**src/scd_pkg.sv**
```systemverilog
// Shared types and constants of the sector cache directory.
// Used by the interfaces, the controller, the datapath and the top level.
// Depends on nothing.
package scd_pkg;

	// Field widths of the request and response items
	localparam int OPCODE_W = 2;
	localparam int SECTOR_W = 32;
	localparam int WIN_W    = 10;
	localparam int TICK_W   = 48;
	localparam int ACTION_W = 3;
	localparam int SLOT_W   = 6;
	localparam int PERIOD_W = 32;

	// Default geometry and register reset value
	localparam int SLOT_COUNT_DEF     = 64;
	localparam int SECTOR_BYTES_DEF   = 512;
	localparam logic [PERIOD_W-1:0] FLUSH_PERIOD_RST = 32'd6000;

	typedef enum logic [OPCODE_W-1:0] {
		OP_READ  = 2'd0,
		OP_WRITE = 2'd1,
		OP_FLUSH = 2'd2,
		OP_DUE   = 2'd3
	} opcode_t;

	typedef enum logic [ACTION_W-1:0] {
		ACT_DEV_READ  = 3'd0,
		ACT_DEV_WRITE = 3'd1,
		ACT_COPY_OUT  = 3'd2,
		ACT_COPY_IN   = 3'd3,
		ACT_NOTHING   = 3'd4,
		ACT_STATUS    = 3'd5,
		ACT_REJECTED  = 3'd6
	} action_t;

	// Which response the datapath builds on an emit command
	typedef enum logic [2:0] {
		EK_STATUS  = 3'd0,
		EK_NOTHING = 3'd1,
		EK_REJECT  = 3'd2,
		EK_EVICT   = 3'd3,
		EK_DEVREAD = 3'd4,
		EK_COPY    = 3'd5,
		EK_WT      = 3'd6,
		EK_FLUSH   = 3'd7
	} emit_kind_t;

	// Controller to datapath
	typedef struct packed {
		logic       capture;
		logic       scan_clr;
		logic       scan_adv;
		logic       take_hit;
		logic       rd_en;
		logic       rd_victim;
		logic       alloc;
		logic       tag_wr;
		logic       set_flush_time;
		logic       emit;
		emit_kind_t kind;
		logic       last;
	} cmd_t;

	// Datapath to controller
	typedef struct packed {
		opcode_t op;
		logic    reject;
		logic    fill_zero;
		logic    full;
		logic    s1_match;
		logic    s1_last;
		logic    scan_last;
		logic    can_emit;
	} status_t;

endpackage

```
**src/scd_if.sv**
```systemverilog
// Request and response channel interfaces of the sector cache directory.
// Depends on scd_pkg for the field widths.
interface scd_req_if;
	logic                          valid;
	logic                          ready;
	logic [scd_pkg::OPCODE_W-1:0]  opcode;
	logic [scd_pkg::SECTOR_W-1:0]  sector_number;
	logic [scd_pkg::WIN_W-1:0]     window_offset;
	logic [scd_pkg::WIN_W-1:0]     window_length;
	logic [scd_pkg::TICK_W-1:0]    now_ticks;

	modport source (output valid, opcode, sector_number, window_offset, window_length,
		now_ticks, input ready);
	modport sink (input valid, opcode, sector_number, window_offset, window_length,
		now_ticks, output ready);
endinterface

interface scd_rsp_if;
	logic                          valid;
	logic                          ready;
	logic [scd_pkg::ACTION_W-1:0]  action;
	logic [scd_pkg::SECTOR_W-1:0]  device_sector;
	logic [scd_pkg::SLOT_W-1:0]    slot_index;
	logic                          was_hit;
	logic [scd_pkg::WIN_W-1:0]     copy_offset;
	logic [scd_pkg::WIN_W-1:0]     copy_length;
	logic                          flush_due;
	logic                          last_result;

	modport source (output valid, action, device_sector, slot_index, was_hit, copy_offset,
		copy_length, flush_due, last_result, input ready);
	modport sink (input valid, action, device_sector, slot_index, was_hit, copy_offset,
		copy_length, flush_due, last_result, output ready);
endinterface

```
**src/sector_cache_directory.sv**
```systemverilog
// Top level of the sector cache directory: controller plus datapath.
// Depends on scd_pkg, scd_if, scd_ctrl and scd_dp.
//
//  channel  | dir | handshake       | carries
//  ---------+-----+-----------------+--------------------------------------------
//  req      | in  | valid / ready   | opcode, sector, window, current ticks
//  rsp      | out | valid / ready   | action, device sector, slot, hit, window,
//           |     |                 | flush due, last result flag
//  cfg      | in  | cfg_we          | flush period in ticks
//
// One request at a time; req.ready is high only while the controller is idle.
// Due check and rejected access: decode, then a single response. Access: decode,
// a walk over the filled slots in the tag memory with one tag read each (no walk
// while no slot is filled), an allocation step on a miss, then the responses.
// Flush: one tag read and one response per filled slot (one response when empty).
// A stalled rsp holds the response register and the controller waits at its
// next emit. Reset clears control state only; no clearing pass over the tags.
module sector_cache_directory #(
	parameter int SLOT_COUNT   = scd_pkg::SLOT_COUNT_DEF,
	parameter int SECTOR_BYTES = scd_pkg::SECTOR_BYTES_DEF
) (
	input  logic                          clk,
	input  logic                          arst_n,
	scd_req_if.sink                       req,
	scd_rsp_if.source                     rsp,
	input  logic                          cfg_we,
	input  logic [scd_pkg::PERIOD_W-1:0]  cfg_wdata
);

	scd_pkg::cmd_t    cmd;
	scd_pkg::status_t st;
	logic             ready;

	// Sequence each request
	scd_ctrl u_ctrl (
		.clk       (clk),
		.arst_n    (arst_n),
		.req_valid (req.valid),
		.req_ready (ready),
		.st        (st),
		.cmd       (cmd)
	);

	assign req.ready = ready;

	// Look up, allocate and build responses
	scd_dp #(
		.SLOT_COUNT   (SLOT_COUNT),
		.SECTOR_BYTES (SECTOR_BYTES)
	) u_dp (
		.clk           (clk),
		.arst_n        (arst_n),
		.opcode        (req.opcode),
		.sector_number (req.sector_number),
		.window_offset (req.window_offset),
		.window_length (req.window_length),
		.now_ticks     (req.now_ticks),
		.cfg_we        (cfg_we),
		.cfg_wdata     (cfg_wdata),
		.cmd           (cmd),
		.st            (st),
		.rsp           (rsp)
	);

endmodule

```
**src/scd_ctrl.sv**
```systemverilog
// Controller state machine of the sector cache directory.
// Depends on scd_pkg for the command and status structs.
module scd_ctrl (
	input  logic             clk,
	input  logic             arst_n,
	input  logic             req_valid,
	output logic             req_ready,
	input  scd_pkg::status_t st,
	output scd_pkg::cmd_t    cmd
);

	typedef enum logic [12:0] {
		S_IDLE    = 13'h0001,
		S_DECODE  = 13'h0002,
		S_STATUS  = 13'h0004,
		S_NOTHING = 13'h0008,
		S_REJECT  = 13'h0010,
		S_SCAN    = 13'h0020,
		S_MISS    = 13'h0040,
		S_EVICT   = 13'h0080,
		S_FILL    = 13'h0100,
		S_COPY    = 13'h0200,
		S_WT      = 13'h0400,
		S_FL_RD   = 13'h0800,
		S_FL_EM   = 13'h1000
	} state_t;

	state_t state_q;
	state_t state_d;

	// Advance state
	always_ff @(posedge clk or negedge arst_n) begin
		if (!arst_n) begin
			state_q <= S_IDLE;
		end else begin
			state_q <= state_d;
		end
	end

	assign req_ready = (state_q == S_IDLE);

	// Decode next state and commands
	always_comb begin
		state_d = state_q;
		cmd     = '0;
		cmd.kind = scd_pkg::EK_NOTHING;
		unique case (state_q)
			S_IDLE: begin
				if (req_valid) begin
					cmd.capture = 1'b1;
					state_d     = S_DECODE;
				end
			end
			S_DECODE: begin
				unique case (st.op)
					scd_pkg::OP_DUE: begin
						state_d = S_STATUS;
					end
					scd_pkg::OP_FLUSH: begin
						cmd.set_flush_time = 1'b1;
						cmd.scan_clr       = 1'b1;
						state_d = st.fill_zero ? S_NOTHING : S_FL_RD;
					end
					scd_pkg::OP_READ, scd_pkg::OP_WRITE: begin
						if (st.reject) begin
							state_d = S_REJECT;
						end else if (st.fill_zero) begin
							state_d = S_MISS;
						end else begin
							cmd.scan_clr = 1'b1;
							state_d      = S_SCAN;
						end
					end
					default: begin
						state_d = S_IDLE;
					end
				endcase
			end
			S_STATUS: begin
				cmd.kind = scd_pkg::EK_STATUS;
				cmd.last = 1'b1;
				if (st.can_emit) begin
					cmd.emit = 1'b1;
					state_d  = S_IDLE;
				end
			end
			S_NOTHING: begin
				cmd.kind = scd_pkg::EK_NOTHING;
				cmd.last = 1'b1;
				if (st.can_emit) begin
					cmd.emit = 1'b1;
					state_d  = S_IDLE;
				end
			end
			S_REJECT: begin
				cmd.kind = scd_pkg::EK_REJECT;
				cmd.last = 1'b1;
				if (st.can_emit) begin
					cmd.emit = 1'b1;
					state_d  = S_IDLE;
				end
			end
			S_SCAN: begin
				// Walk the filled slots, one tag compare per cycle
				cmd.scan_adv = 1'b1;
				cmd.rd_en    = 1'b1;
				if (st.s1_match) begin
					cmd.take_hit = 1'b1;
					state_d      = S_COPY;
				end else if (st.s1_last) begin
					state_d = S_MISS;
				end
			end
			S_MISS: begin
				// Take the next free slot, or fetch the victim tag
				cmd.alloc     = 1'b1;
				cmd.rd_en     = st.full;
				cmd.rd_victim = 1'b1;
				state_d = st.full ? S_EVICT : S_FILL;
			end
			S_EVICT: begin
				cmd.kind = scd_pkg::EK_EVICT;
				if (st.can_emit) begin
					cmd.emit = 1'b1;
					state_d  = S_FILL;
				end
			end
			S_FILL: begin
				cmd.kind = scd_pkg::EK_DEVREAD;
				if (st.can_emit) begin
					cmd.emit   = 1'b1;
					cmd.tag_wr = 1'b1;
					state_d    = S_COPY;
				end
			end
			S_COPY: begin
				cmd.kind = scd_pkg::EK_COPY;
				cmd.last = (st.op == scd_pkg::OP_READ);
				if (st.can_emit) begin
					cmd.emit = 1'b1;
					state_d  = (st.op == scd_pkg::OP_READ) ? S_IDLE : S_WT;
				end
			end
			S_WT: begin
				cmd.kind = scd_pkg::EK_WT;
				cmd.last = 1'b1;
				if (st.can_emit) begin
					cmd.emit = 1'b1;
					state_d  = S_IDLE;
				end
			end
			S_FL_RD: begin
				cmd.rd_en = 1'b1;
				state_d   = S_FL_EM;
			end
			S_FL_EM: begin
				cmd.kind = scd_pkg::EK_FLUSH;
				cmd.last = st.scan_last;
				if (st.can_emit) begin
					cmd.emit     = 1'b1;
					cmd.scan_adv = 1'b1;
					state_d      = st.scan_last ? S_IDLE : S_FL_RD;
				end
			end
			default: begin
				state_d = S_IDLE;
			end
		endcase
	end

endmodule

```
**src/scd_dp.sv**
```systemverilog
// Datapath of the sector cache directory: item registers, tag memory,
// fill count, victim pointer, flush timer and response register.
// Depends on scd_pkg and the response interface in scd_if.
module scd_dp #(
	parameter int SLOT_COUNT   = scd_pkg::SLOT_COUNT_DEF,
	parameter int SECTOR_BYTES = scd_pkg::SECTOR_BYTES_DEF
) (
	input  logic                           clk,
	input  logic                           arst_n,
	input  logic [scd_pkg::OPCODE_W-1:0]   opcode,
	input  logic [scd_pkg::SECTOR_W-1:0]   sector_number,
	input  logic [scd_pkg::WIN_W-1:0]      window_offset,
	input  logic [scd_pkg::WIN_W-1:0]      window_length,
	input  logic [scd_pkg::TICK_W-1:0]     now_ticks,
	input  logic                           cfg_we,
	input  logic [scd_pkg::PERIOD_W-1:0]   cfg_wdata,
	input  scd_pkg::cmd_t                  cmd,
	output scd_pkg::status_t               st,
	scd_rsp_if.source                      rsp
);

	localparam int IDX_W  = $clog2(SLOT_COUNT);
	localparam int CNT_W  = $clog2(SLOT_COUNT + 1);
	localparam int SB_W   = $clog2(SECTOR_BYTES + 1);
	localparam int SUM_W  = (SB_W > scd_pkg::WIN_W + 1) ? SB_W : scd_pkg::WIN_W + 1;
	localparam int DUE_W  = scd_pkg::TICK_W + 1;

	// Captured item
	logic [scd_pkg::OPCODE_W-1:0] op_q;
	logic [scd_pkg::SECTOR_W-1:0] sector_q;
	logic [scd_pkg::WIN_W-1:0]    off_q;
	logic [scd_pkg::WIN_W-1:0]    len_q;
	logic [scd_pkg::TICK_W-1:0]   now_q;

	// Directory state
	logic [scd_pkg::PERIOD_W-1:0] period_q;
	logic [scd_pkg::TICK_W-1:0]   last_flush_q;
	logic [CNT_W-1:0]             fill_cnt_q;
	logic [IDX_W-1:0]             victim_q;
	logic [IDX_W-1:0]             victim_next;

	// Walk and lookup
	logic [CNT_W-1:0]             scan_q;
	logic                         valid_s1;
	logic [IDX_W-1:0]             idx_s1;
	logic [IDX_W-1:0]             slot_q;
	logic                         hit_q;
	logic [scd_pkg::SECTOR_W-1:0] rd_q;
	logic [IDX_W-1:0]             rd_addr;
	logic [scd_pkg::SECTOR_W-1:0] tag_mem [SLOT_COUNT];

	// Response register
	logic                         out_valid_q;
	scd_pkg::action_t             act_d;
	logic [scd_pkg::SECTOR_W-1:0] dsec_d;
	logic [IDX_W-1:0]             slot_d;
	logic                         hit_d;
	logic [scd_pkg::WIN_W-1:0]    off_d;
	logic [scd_pkg::WIN_W-1:0]    len_d;
	logic                         due_d;

	logic [SUM_W-1:0]             win_end;
	logic                         due_now;
	logic                         can_emit;

	assign victim_next = (victim_q == IDX_W'(SLOT_COUNT - 1)) ? '0 : victim_q + 1'b1;
	assign win_end     = SUM_W'(off_q) + SUM_W'(len_q);
	assign due_now     = {1'b0, now_q} >= ({1'b0, last_flush_q} + DUE_W'(period_q));
	assign can_emit    = !out_valid_q || rsp.ready;
	assign rd_addr     = cmd.rd_victim ? victim_next : scan_q[IDX_W-1:0];

	// Report status to the controller
	always_comb begin
		st.op        = scd_pkg::opcode_t'(op_q);
		st.reject    = win_end > SUM_W'(SECTOR_BYTES);
		st.fill_zero = (fill_cnt_q == '0);
		st.full      = (fill_cnt_q == CNT_W'(SLOT_COUNT));
		st.s1_match  = valid_s1 && (rd_q == sector_q);
		st.s1_last   = valid_s1 && ({1'b0, idx_s1} == CNT_W'(fill_cnt_q - CNT_W'(1)));
		st.scan_last = (scan_q == fill_cnt_q - CNT_W'(1));
		st.can_emit  = can_emit;
	end

	// Capture the item
	always_ff @(posedge clk) begin
		if (cmd.capture) begin
			op_q     <= opcode;
			sector_q <= sector_number;
			off_q    <= window_offset;
			len_q    <= window_length;
			now_q    <= now_ticks;
		end
	end

	// Hold the flush period, flush time, fill count and victim pointer
	always_ff @(posedge clk or negedge arst_n) begin
		if (!arst_n) begin
			period_q     <= scd_pkg::FLUSH_PERIOD_RST;
			last_flush_q <= '0;
			fill_cnt_q   <= '0;
			victim_q     <= '0;
		end else begin
			if (cfg_we) begin
				period_q <= cfg_wdata;
			end
			if (cmd.set_flush_time) begin
				last_flush_q <= now_q;
			end
			if (cmd.alloc) begin
				if (fill_cnt_q == CNT_W'(SLOT_COUNT)) begin
					victim_q <= victim_next;
				end else begin
					fill_cnt_q <= fill_cnt_q + 1'b1;
				end
			end
		end
	end

	// Advance the slot walk and pick the slot for the access
	always_ff @(posedge clk or negedge arst_n) begin
		if (!arst_n) begin
			scan_q   <= '0;
			valid_s1 <= 1'b0;
			idx_s1   <= '0;
			slot_q   <= '0;
			hit_q    <= 1'b0;
		end else begin
			if (cmd.capture) begin
				hit_q <= 1'b0;
			end
			if (cmd.scan_clr) begin
				scan_q   <= '0;
				valid_s1 <= 1'b0;
			end else if (cmd.scan_adv) begin
				valid_s1 <= scan_q < fill_cnt_q;
				idx_s1   <= scan_q[IDX_W-1:0];
				if (scan_q != fill_cnt_q) begin
					scan_q <= scan_q + 1'b1;
				end
			end
			if (cmd.take_hit) begin
				hit_q  <= 1'b1;
				slot_q <= idx_s1;
			end else if (cmd.alloc) begin
				slot_q <= (fill_cnt_q == CNT_W'(SLOT_COUNT)) ? victim_next
					: fill_cnt_q[IDX_W-1:0];
			end
		end
	end

	// Tag memory: one write port, one registered read port
	always_ff @(posedge clk) begin
		if (cmd.tag_wr) begin
			tag_mem[slot_q] <= sector_q;
		end
		if (cmd.rd_en) begin
			rd_q <= tag_mem[rd_addr];
		end
	end

	// Build the response for the requested kind
	always_comb begin
		act_d  = scd_pkg::ACT_NOTHING;
		dsec_d = '0;
		slot_d = '0;
		hit_d  = 1'b0;
		off_d  = '0;
		len_d  = '0;
		due_d  = 1'b0;
		unique case (cmd.kind)
			scd_pkg::EK_STATUS: begin
				act_d = scd_pkg::ACT_STATUS;
				due_d = due_now;
			end
			scd_pkg::EK_NOTHING: begin
				act_d = scd_pkg::ACT_NOTHING;
			end
			scd_pkg::EK_REJECT: begin
				act_d = scd_pkg::ACT_REJECTED;
			end
			scd_pkg::EK_EVICT: begin
				act_d  = scd_pkg::ACT_DEV_WRITE;
				dsec_d = rd_q;
				slot_d = slot_q;
			end
			scd_pkg::EK_DEVREAD: begin
				act_d  = scd_pkg::ACT_DEV_READ;
				dsec_d = sector_q;
				slot_d = slot_q;
			end
			scd_pkg::EK_COPY: begin
				act_d  = (op_q == scd_pkg::OP_READ) ? scd_pkg::ACT_COPY_OUT
					: scd_pkg::ACT_COPY_IN;
				slot_d = slot_q;
				hit_d  = hit_q;
				off_d  = off_q;
				len_d  = len_q;
			end
			scd_pkg::EK_WT: begin
				act_d  = scd_pkg::ACT_DEV_WRITE;
				dsec_d = sector_q;
				slot_d = slot_q;
				hit_d  = hit_q;
			end
			scd_pkg::EK_FLUSH: begin
				act_d  = scd_pkg::ACT_DEV_WRITE;
				dsec_d = rd_q;
				slot_d = scan_q[IDX_W-1:0];
			end
			default: begin
				act_d = scd_pkg::ACT_NOTHING;
			end
		endcase
	end

	// Hold the response until the sink takes it
	always_ff @(posedge clk or negedge arst_n) begin
		if (!arst_n) begin
			out_valid_q <= 1'b0;
		end else if (cmd.emit) begin
			out_valid_q <= 1'b1;
		end else if (rsp.ready) begin
			out_valid_q <= 1'b0;
		end
	end

	always_ff @(posedge clk) begin
		if (cmd.emit) begin
			rsp.action        <= act_d;
			rsp.device_sector <= dsec_d;
			rsp.slot_index    <= scd_pkg::SLOT_W'(slot_d);
			rsp.was_hit       <= hit_d;
			rsp.copy_offset   <= off_d;
			rsp.copy_length   <= len_d;
			rsp.flush_due     <= due_d;
			rsp.last_result   <= cmd.last;
		end
	end

	assign rsp.valid = out_valid_q;

endmodule
```
**src/flat_wrapper.sv**
```systemverilog
// flat-port wrapper written by rule: the top's interface ports become plain ports
module sector_cache_directory_flat 
#(
	parameter int SLOT_COUNT   = scd_pkg::SLOT_COUNT_DEF,
	parameter int SECTOR_BYTES = scd_pkg::SECTOR_BYTES_DEF
)
  (clk, arst_n, cfg_we, cfg_wdata, req_valid, req_opcode, req_sector_number, req_window_offset, req_window_length, req_now_ticks, req_ready, rsp_valid, rsp_action, rsp_device_sector, rsp_slot_index, rsp_was_hit, rsp_copy_offset, rsp_copy_length, rsp_flush_due, rsp_last_result, rsp_ready);
  scd_req_if req_i ();
  scd_rsp_if rsp_i ();
  input  logic clk;
  input  logic arst_n;
  input  logic cfg_we;
  input  logic [scd_pkg::PERIOD_W-1:0] cfg_wdata;
  input wire logic [$bits(req_i.valid)-1:0] req_valid;
  input wire logic [$bits(req_i.opcode)-1:0] req_opcode;
  input wire logic [$bits(req_i.sector_number)-1:0] req_sector_number;
  input wire logic [$bits(req_i.window_offset)-1:0] req_window_offset;
  input wire logic [$bits(req_i.window_length)-1:0] req_window_length;
  input wire logic [$bits(req_i.now_ticks)-1:0] req_now_ticks;
  output wire logic [$bits(req_i.ready)-1:0] req_ready;
  output wire logic [$bits(rsp_i.valid)-1:0] rsp_valid;
  output wire logic [$bits(rsp_i.action)-1:0] rsp_action;
  output wire logic [$bits(rsp_i.device_sector)-1:0] rsp_device_sector;
  output wire logic [$bits(rsp_i.slot_index)-1:0] rsp_slot_index;
  output wire logic [$bits(rsp_i.was_hit)-1:0] rsp_was_hit;
  output wire logic [$bits(rsp_i.copy_offset)-1:0] rsp_copy_offset;
  output wire logic [$bits(rsp_i.copy_length)-1:0] rsp_copy_length;
  output wire logic [$bits(rsp_i.flush_due)-1:0] rsp_flush_due;
  output wire logic [$bits(rsp_i.last_result)-1:0] rsp_last_result;
  input wire logic [$bits(rsp_i.ready)-1:0] rsp_ready;
  assign req_i.valid = req_valid;
  assign req_i.opcode = req_opcode;
  assign req_i.sector_number = req_sector_number;
  assign req_i.window_offset = req_window_offset;
  assign req_i.window_length = req_window_length;
  assign req_i.now_ticks = req_now_ticks;
  assign req_ready = req_i.ready;
  assign rsp_valid = rsp_i.valid;
  assign rsp_action = rsp_i.action;
  assign rsp_device_sector = rsp_i.device_sector;
  assign rsp_slot_index = rsp_i.slot_index;
  assign rsp_was_hit = rsp_i.was_hit;
  assign rsp_copy_offset = rsp_i.copy_offset;
  assign rsp_copy_length = rsp_i.copy_length;
  assign rsp_flush_due = rsp_i.flush_due;
  assign rsp_last_result = rsp_i.last_result;
  assign rsp_i.ready = rsp_ready;
  sector_cache_directory #(.SLOT_COUNT(SLOT_COUNT), .SECTOR_BYTES(SECTOR_BYTES)) u_core (.clk(clk), .arst_n(arst_n), .req(req_i), .rsp(rsp_i), .cfg_we(cfg_we), .cfg_wdata(cfg_wdata));
endmodule
```
**config.mk**
```make
export PLATFORM = sky130hd
export DESIGN_NAME = sector_cache_directory_flat
export DESIGN_NICKNAME = d
export VERILOG_FILES = /design/src/scd_pkg.sv /design/src/scd_if.sv /design/src/sector_cache_directory.sv /design/src/scd_ctrl.sv /design/src/scd_dp.sv /design/src/flat_wrapper.sv
export SDC_FILE = /design/constraint.sdc
export NUM_CORES = 2
export LEC_CHECK = 0
export BUFFER_PORTS_ARGS = -buffer_cell sky130_fd_sc_hd__buf_2
export CORE_AREA = 2 2 465 352
export CTS_BUF_LIST = sky130_fd_sc_hd__clkbuf_8
export DETAILED_ROUTE_END_ITERATION = 7
export DIE_AREA = 0 0 467 354
export GPL_TIMING_DRIVEN = 1
export PLACE_DENSITY = 0.76
export SLEW_MARGIN = 20
export SYNTH_ARGS = -nofsm -noshare
export SYNTH_HDL_FRONTEND = slang
export SYNTH_SLANG_ARGS = --single-unit
```
**constraint.sdc**
```tcl
create_clock -name clk -period 7.6 [get_ports clk]
set_input_delay 1.52 -clock clk [delete_from_list [all_inputs] [get_ports clk]]
set_output_delay 1.52 -clock clk [all_outputs]
set_load 0.01 [all_outputs]
```
## Word-level counts from Yosys, hierarchy flattened

Memories as Yosys holds them, arrays and structs flattened. A register that Yosys moved wholly into a read port is not among the register bits.
Cells that the tools add are included.

- Add/subtract/negate cells: 6
- Order comparisons: 3
- Equality and inequality tests: 36
- Mux-type cells: 53
- Bitwise operators: 2
- Reductions and logical operators: 25

Operator list:

| kind | number |
|---|---|
| 13-bit one-hot mux with 10 select lines | 1 |
| 13-bit 2-to-1 mux | 9 |
| 32-bit one-hot mux with 2 select lines | 1 |
| 48-bit by 32-bit adder with 49-bit output | 1 |
| 48-bit by 49-bit greater-or-equal comparator with 1-bit output | 1 |
| 13-bit one-hot mux with 3 select lines | 1 |
| 32-bit equality test | 1 |
| 4-bit one-hot mux with 8 select lines | 1 |
| 6-bit 2-to-1 mux | 5 |
| 7-bit 2-to-1 mux | 4 |
| 12-bit 2-to-1 mux | 2 |
| 1-bit 2-to-1 mux | 20 |
| 3-bit one-hot mux with 6 select lines | 1 |
| 7-bit by 1-bit adder with 7-bit output (second input constant) | 2 |
| 13-bit by 1-bit equality test with 1-bit output (second input constant) | 1 |
| 13-bit by 10-bit equality test with 1-bit output (second input constant) | 1 |
| 13-bit by 11-bit equality test with 1-bit output (second input constant) | 1 |
| 13-bit by 12-bit equality test with 1-bit output (second input constant) | 1 |
| 13-bit equality test (second input constant) | 1 |
| 13-bit by 2-bit equality test with 1-bit output (second input constant) | 1 |
| 13-bit by 3-bit equality test with 1-bit output (second input constant) | 1 |
| 13-bit by 4-bit equality test with 1-bit output (second input constant) | 1 |
| 13-bit by 5-bit equality test with 1-bit output (second input constant) | 1 |
| 13-bit by 6-bit equality test with 1-bit output (second input constant) | 1 |
| 40 further kinds | 65 |

- Flip-flop bits (word level): 294
- Bits in writable memories: 2048
- Input port bits: 139
- Output and inout port bits: 66
- Memories kept: 1

Memory list:

| name | words | bits a word | rd ports | clocked after memory_dff | write ports | line | RTL |
|---|---|---|---|---|---|---|---|
| u_core.u_dp.tag_mem | 64 | 32 | 1 | 1 | 1 | scd_dp.sv:50 | `logic [scd_pkg::SECTOR_W-1:0] tag_mem [SLOT_COUNT];` |

## Depth between registers and ports, before layout

- Word-level depth: 7
- Mapped depth: 21

## Modules after synthesis

From an unflattened synthesis, not the netlist that was laid out.

- Cells, all modules: 5171
- Area, all modules: 94934.8 µm²

By module, submodules not included:

| module | instances | cells each | area an instance (µm²) |
|---|---|---|---|
| scd_dp | 1 | 5027 | 93713.6 |
| scd_ctrl | 1 | 144 | 1221.2 |

## Worst setup path after synthesis

Ideal clock, no wire load.

- Path type: register to register
- Start: reg u_core.u_ctrl.state_q[3]
- End: reg u_core.u_dp.rsp.action[0] (enable)
- Library setup time: 0.486 ns
- Arrival: 4.394 ns
- Path slack: 2.720 ns
- Stages on the path, launching flop included: 7
- Buffers on the path: 0
- Period minus slack after synthesis: 4.880 ns
- Cells stage by stage: dfrtp_1 nor4_4 nand3_1 nor3_1 nor2_1 and3_1 nor2_1

RTL lines:

| element | line | RTL |
|---|---|---|
| from (decl) | scd_ctrl.sv:28 | `state_t state_q;` |
| from (signal assigned) | scd_ctrl.sv:36 | `state_q <= state_d;` |
| to (signal assigned) | scd_dp.sv:229 | `rsp.action <= act_d;` |
| to (decl) | scd_if.sv:30 | `modport source (output valid, action, device_sector, slot_index, was_hit, copy_offset,` |

## Final worst setup path

- Start: reg u_core.u_ctrl.state_q[5]
- End: reg u_core.u_dp.rd_q[19] in the netlist's numbering (read register of u_core.u_dp.tag_mem) (data pin)

- Word-level cells in the longest chain between the ends: 3

RTL lines:

| element | line | RTL |
|---|---|---|
| 13-bit by 6-bit equality test with 1-bit output, or another cell as far along | scd_ctrl.sv:47 | `unique case (state_q)` |
| 2-bit OR reduction (no line) or 2-bit 2-to-1 mux (tied branches) | -- |  |
| 1-bit one-hot mux with 2 select lines or 6-bit 2-to-1 mux (tied branches) | scd_ctrl.sv:47, scd_dp.sv:70 |  |
| to (decl) | scd_dp.sv:48 | `logic [scd_pkg::SECTOR_W-1:0] rd_q;` |

Several ways; a longest one is shown, not always the timed one.
A chain may end at the register's enable or synchronous reset.

==> results.cfg <==
[run_status]
status = complete, no violations

[placed_design]
gp_congestion = 0.944
port-buffer-count = 204
post-dp-hpwl_mm = 164
placedInstanceArea_sq_um = 100000

[yosys]
synth.distinct_cells = 78
synth-seq-cells = 2374
synth_fp_nets = 6969
synth_edf_count = 2246
yosys.area_share.simple_pct = 11.8
synth_top_family_by_area = simple AND/OR/NAND/NOR gates
avgSynthCellArea_sq_um = 14.3
synthFlopType = edfxtp_1
yosysSeqAreaShare_pct = 73.6
synth_area_sq_um = 95900
synthXorXnorAreaFrac_pct = 1.02
synth_cells = 6727
synth-compound-area-share_pct = 5.99
ys_warn_count = 0
synthMuxAreaShare_pct = 4.27
async_flop_share_pct = 5.39
synth_adder_area_share_pct = 1.36

[sta]
slew_violations = 0
rsz0062_at_grt = no
fin_hold_ws_ns = 0.476
hold_violations = 0
worst_slew_pin_slew_ns = 1.28
finalSetupTns_ns = 0
fmax_ghz = 0.162
fin_crit_sh_pct = 81.4
slew_headroom_pct = 14.4
fin_crit_ns = 6.18
skew_ns = 0.0593
setup-violations-final = 0

[final_layout]
fill_cells = 11000
drive_above_1_share_pct = 15.1
seqCellArea_sq_um = 70700
design_area_sq_um = 106000
multi_input_area_sq_um = 24100
area_growth_pct = 11.0
fin_nets = 7348

[clock_tree]
cts_resized = 0
h-tree-depth = 5
clk_path_buf_depth = 4
cts_tree = done
numCtsBuffers = 356
clock_latency_ns = 1.08
root_buffer = clkbuf_8
ctsHoldBuffers = 0
clkTransAtPathRegs_ns = 0.07
cts_setup_buffers = 0
cts.sinks = 2374

[critical_path]
cpLargestDelayFamily = compound AO/OA/AOI/OAI gates
cp.arrival_ns = 6.99
worst-path-stages = 8
ff2ff_setup_slack_ns = 1.42
worstPathRequired_ns = 8.40
endpoint_kind = flip-flop
critPathKind = reg2reg
rr_startpoint = u_core.u_ctrl.state_q[5]
max_stage_delay_ns = 1.10
startpoint_type = flip-flop
crit_slowest_cell = a2111oi_2
timing.rr.end = u_core.u_dp.rd_q[19]
critPathBufInv = 1
rr_worst_depth = 8
path_max_fanout = 113
crit_chain = nor3_1 -> and4_1 -> mux2i_4 -> buf_12 -> mux4_2 -> a2111oi_2 -> o211ai_1 -> o21a_1

[worst_hold_path]
hp-class = in2async

[global_route]
grt_pass1_vias = 59700
grt_pass1_wl_mm = 412
antenna_found_initial = 22
grt_max_degree = 145
grt_usage_pct = 34.8
grt-ovfl-total = 0

[detailed_routing]
drtPass1Iterations = 7
via_per_inst = 6.63
drc = 0
drtIter0Drc = 12000
routed_wl_mm = 291
drtAntennaViolNets = 0
vias = 63000
avgRoutedWirePerCell_um = 30.6

[die]
rows = 128
dieArea_sq_um = 165000
fp.coreArea_sq_um = 161000
dieWidth_um = 467
num_io_pins = 205
start_util_pct = 59.6
die_h_um = 354

[power]
p_leak_nw = 37.3
peakVddDrop_mv = 0.206
intPower_w = 0.0211
p_per_area_nw_per_um2 = 270
power_switching_w = 0.00757
p_clk_share_pct = 33.1
p_comb_share_pct = 12.6
p_sw_share_pct = 26.4
seqPwrFrac_pct = 54.4

[job]
drv_cap = 0
-- layout by cell type, fill, tap and decap left out, drive strengths merged, types with 33 or more instances in the layout --
cell	instances
a2111oi	57
a21o	33
a21oi	208
a22o	33
a31oi	131
a32oi	69
and3	41
buf	401
clkbuf	369
clkinv	102
dfrtp	120
edfxtp	2246
ha	101
inv	163
mux2	92
mux2i	137
mux4	75
nand2	1631
nand3	543
nand4	101
nor2	140
nor3	37
o211ai	36
o21ai	57
xnor2	69
xor2	43
-- final cells by class --
| class | count | share of cell area (%) |
|---|---|---|
| antenna | 7 | 0.0165 |
| timing repair buffer | 401 | 2.51 |
| clock inverter | 246 | 1.05 |
| clock buffer | 369 | 4.77 |
| multi-input combinational | 3945 | 22.7 |
| tap | 2145 | 2.52 |
| sequential | 2374 | 66.4 |
| inverter | 28 | 0.0987 |
-- metal layers --
| layer | vias up | share of wire, % | track usage [%] |
|---|---|---|---|
| met5 | - | 0.037 | 0 |
| met4 | 14 | 4.9 | 15.6 |
| met3 | 758 | 16 | 11.6 |
| met2 | 5211 | 43 | 49.2 |
| met1 | 30900 | 36 | 49.5 |
| li1 | 26200 | - | - |
-- cell usage after synthesis (13+ instances only) --
cell / n / area [sq um]
buf_4: 16 / 120
mux2i_1: 137 / 1370
buf_2: 167 / 836
dfrtp_1: 120 / 3000
o211ai_1: 36 / 270
a21o_1: 33 / 248
nor4_1: 15 / 93.8
a2111oi_0: 41 / 359
o21ai_0: 54 / 270
a31oi_1: 131 / 820
a211oi_1: 13 / 97.6
edfxtp_1: 2246 / 67400
o21a_1: 27 / 203
clkbuf_1: 157 / 589
and3_1: 41 / 257
nor2_1: 140 / 526
nand4_1: 101 / 632
and2_1: 26 / 163
buf_1: 30 / 113
nand3_1: 543 / 2720
mux4_2: 75 / 1690
nor3_1: 36 / 180
a311oi_1: 17 / 149
mux2_2: 92 / 1040
a21oi_1: 208 / 1040
nand2_1: 1631 / 6120
o221ai_1: 22 / 193
inv_1: 28 / 105
a32oi_1: 69 / 604
a2111oi_2: 16 / 240
a22oi_1: 14 / 105
xnor2_1: 69 / 604
a22o_1: 33 / 289
xor2_1: 43 / 377
ha_1: 101 / 1260
-- through the flow --
step / instances / worst slack [ns] / total power, W / utilization [%]
floorplan: 6727 / 2.72 / 0.0180 / -
global placement: 8889 / 1.85 / 0.0193 / 62.3
detailed placement: 8892 / 1.81 / 0.0194 / 62.3
CTS: 9507 / 1.83 / 0.0286 / 66.1
global route: 9510 / 1.32 / 0.0295 / 66.1
finish: 9515 / 1.42 / 0.0287 / 66.2
-- sequential cells by signal, summed over array words and instances, names as in the netlist, 13 cells and up --
signal,cells
u_core.u_ctrl.state_q,13
u_core.u_dp.last_flush_q,48
u_core.u_dp.now_q,48
u_core.u_dp.period_q,32
u_core.u_dp.rd_q,32
u_core.u_dp.rsp.device_sector,32
u_core.u_dp.sector_q,32
u_core.u_dp.tag_mem,2048
-- cell families (layout without fill, tap and decap cells) --
group | count (synthesis) | count (layout)
AO/OA/AOI/OAI | 813 | 813
XOR/XNOR | 112 | 112
adder cells (fa/ha/maj) | 103 | 103
buffers and inverters | 408 | 1044
flip-flops | 2374 | 2374
multiplexers | 304 | 304
other | 0 | 7
AND/OR/NAND/NOR | 2613 | 2613
-- worst max-delay path by stage --
stage | from | to
after floorplan | u_core.u_ctrl.state_q[3] | u_core.u_dp.rsp.action[0]
after global placement | u_core.u_ctrl.state_q[5] | u_core.u_dp.rd_q[31]
after detailed placement | u_core.u_ctrl.state_q[5] | u_core.u_dp.rd_q[24]
after CTS | u_core.u_ctrl.state_q[7] | u_core.u_dp.rd_q[24]
after global routing | u_core.u_ctrl.state_q[5] | u_core.u_dp.rd_q[19]
final | u_core.u_ctrl.state_q[5] | u_core.u_dp.rd_q[19]
-- power groups by stage --
stage	Combinational (W)	Clock, W	Sequential [W]
global placement	0.00339	0	0.0159
CTS	0.00350	0.00949	0.0156
global route	0.00387	0.0100	0.0156
detailed placement	0.00348	0	0.0159
floorplan	0.00180	0	0.0162
finish	0.00360	0.00949	0.0156
(Power assumes the default switching activity.)
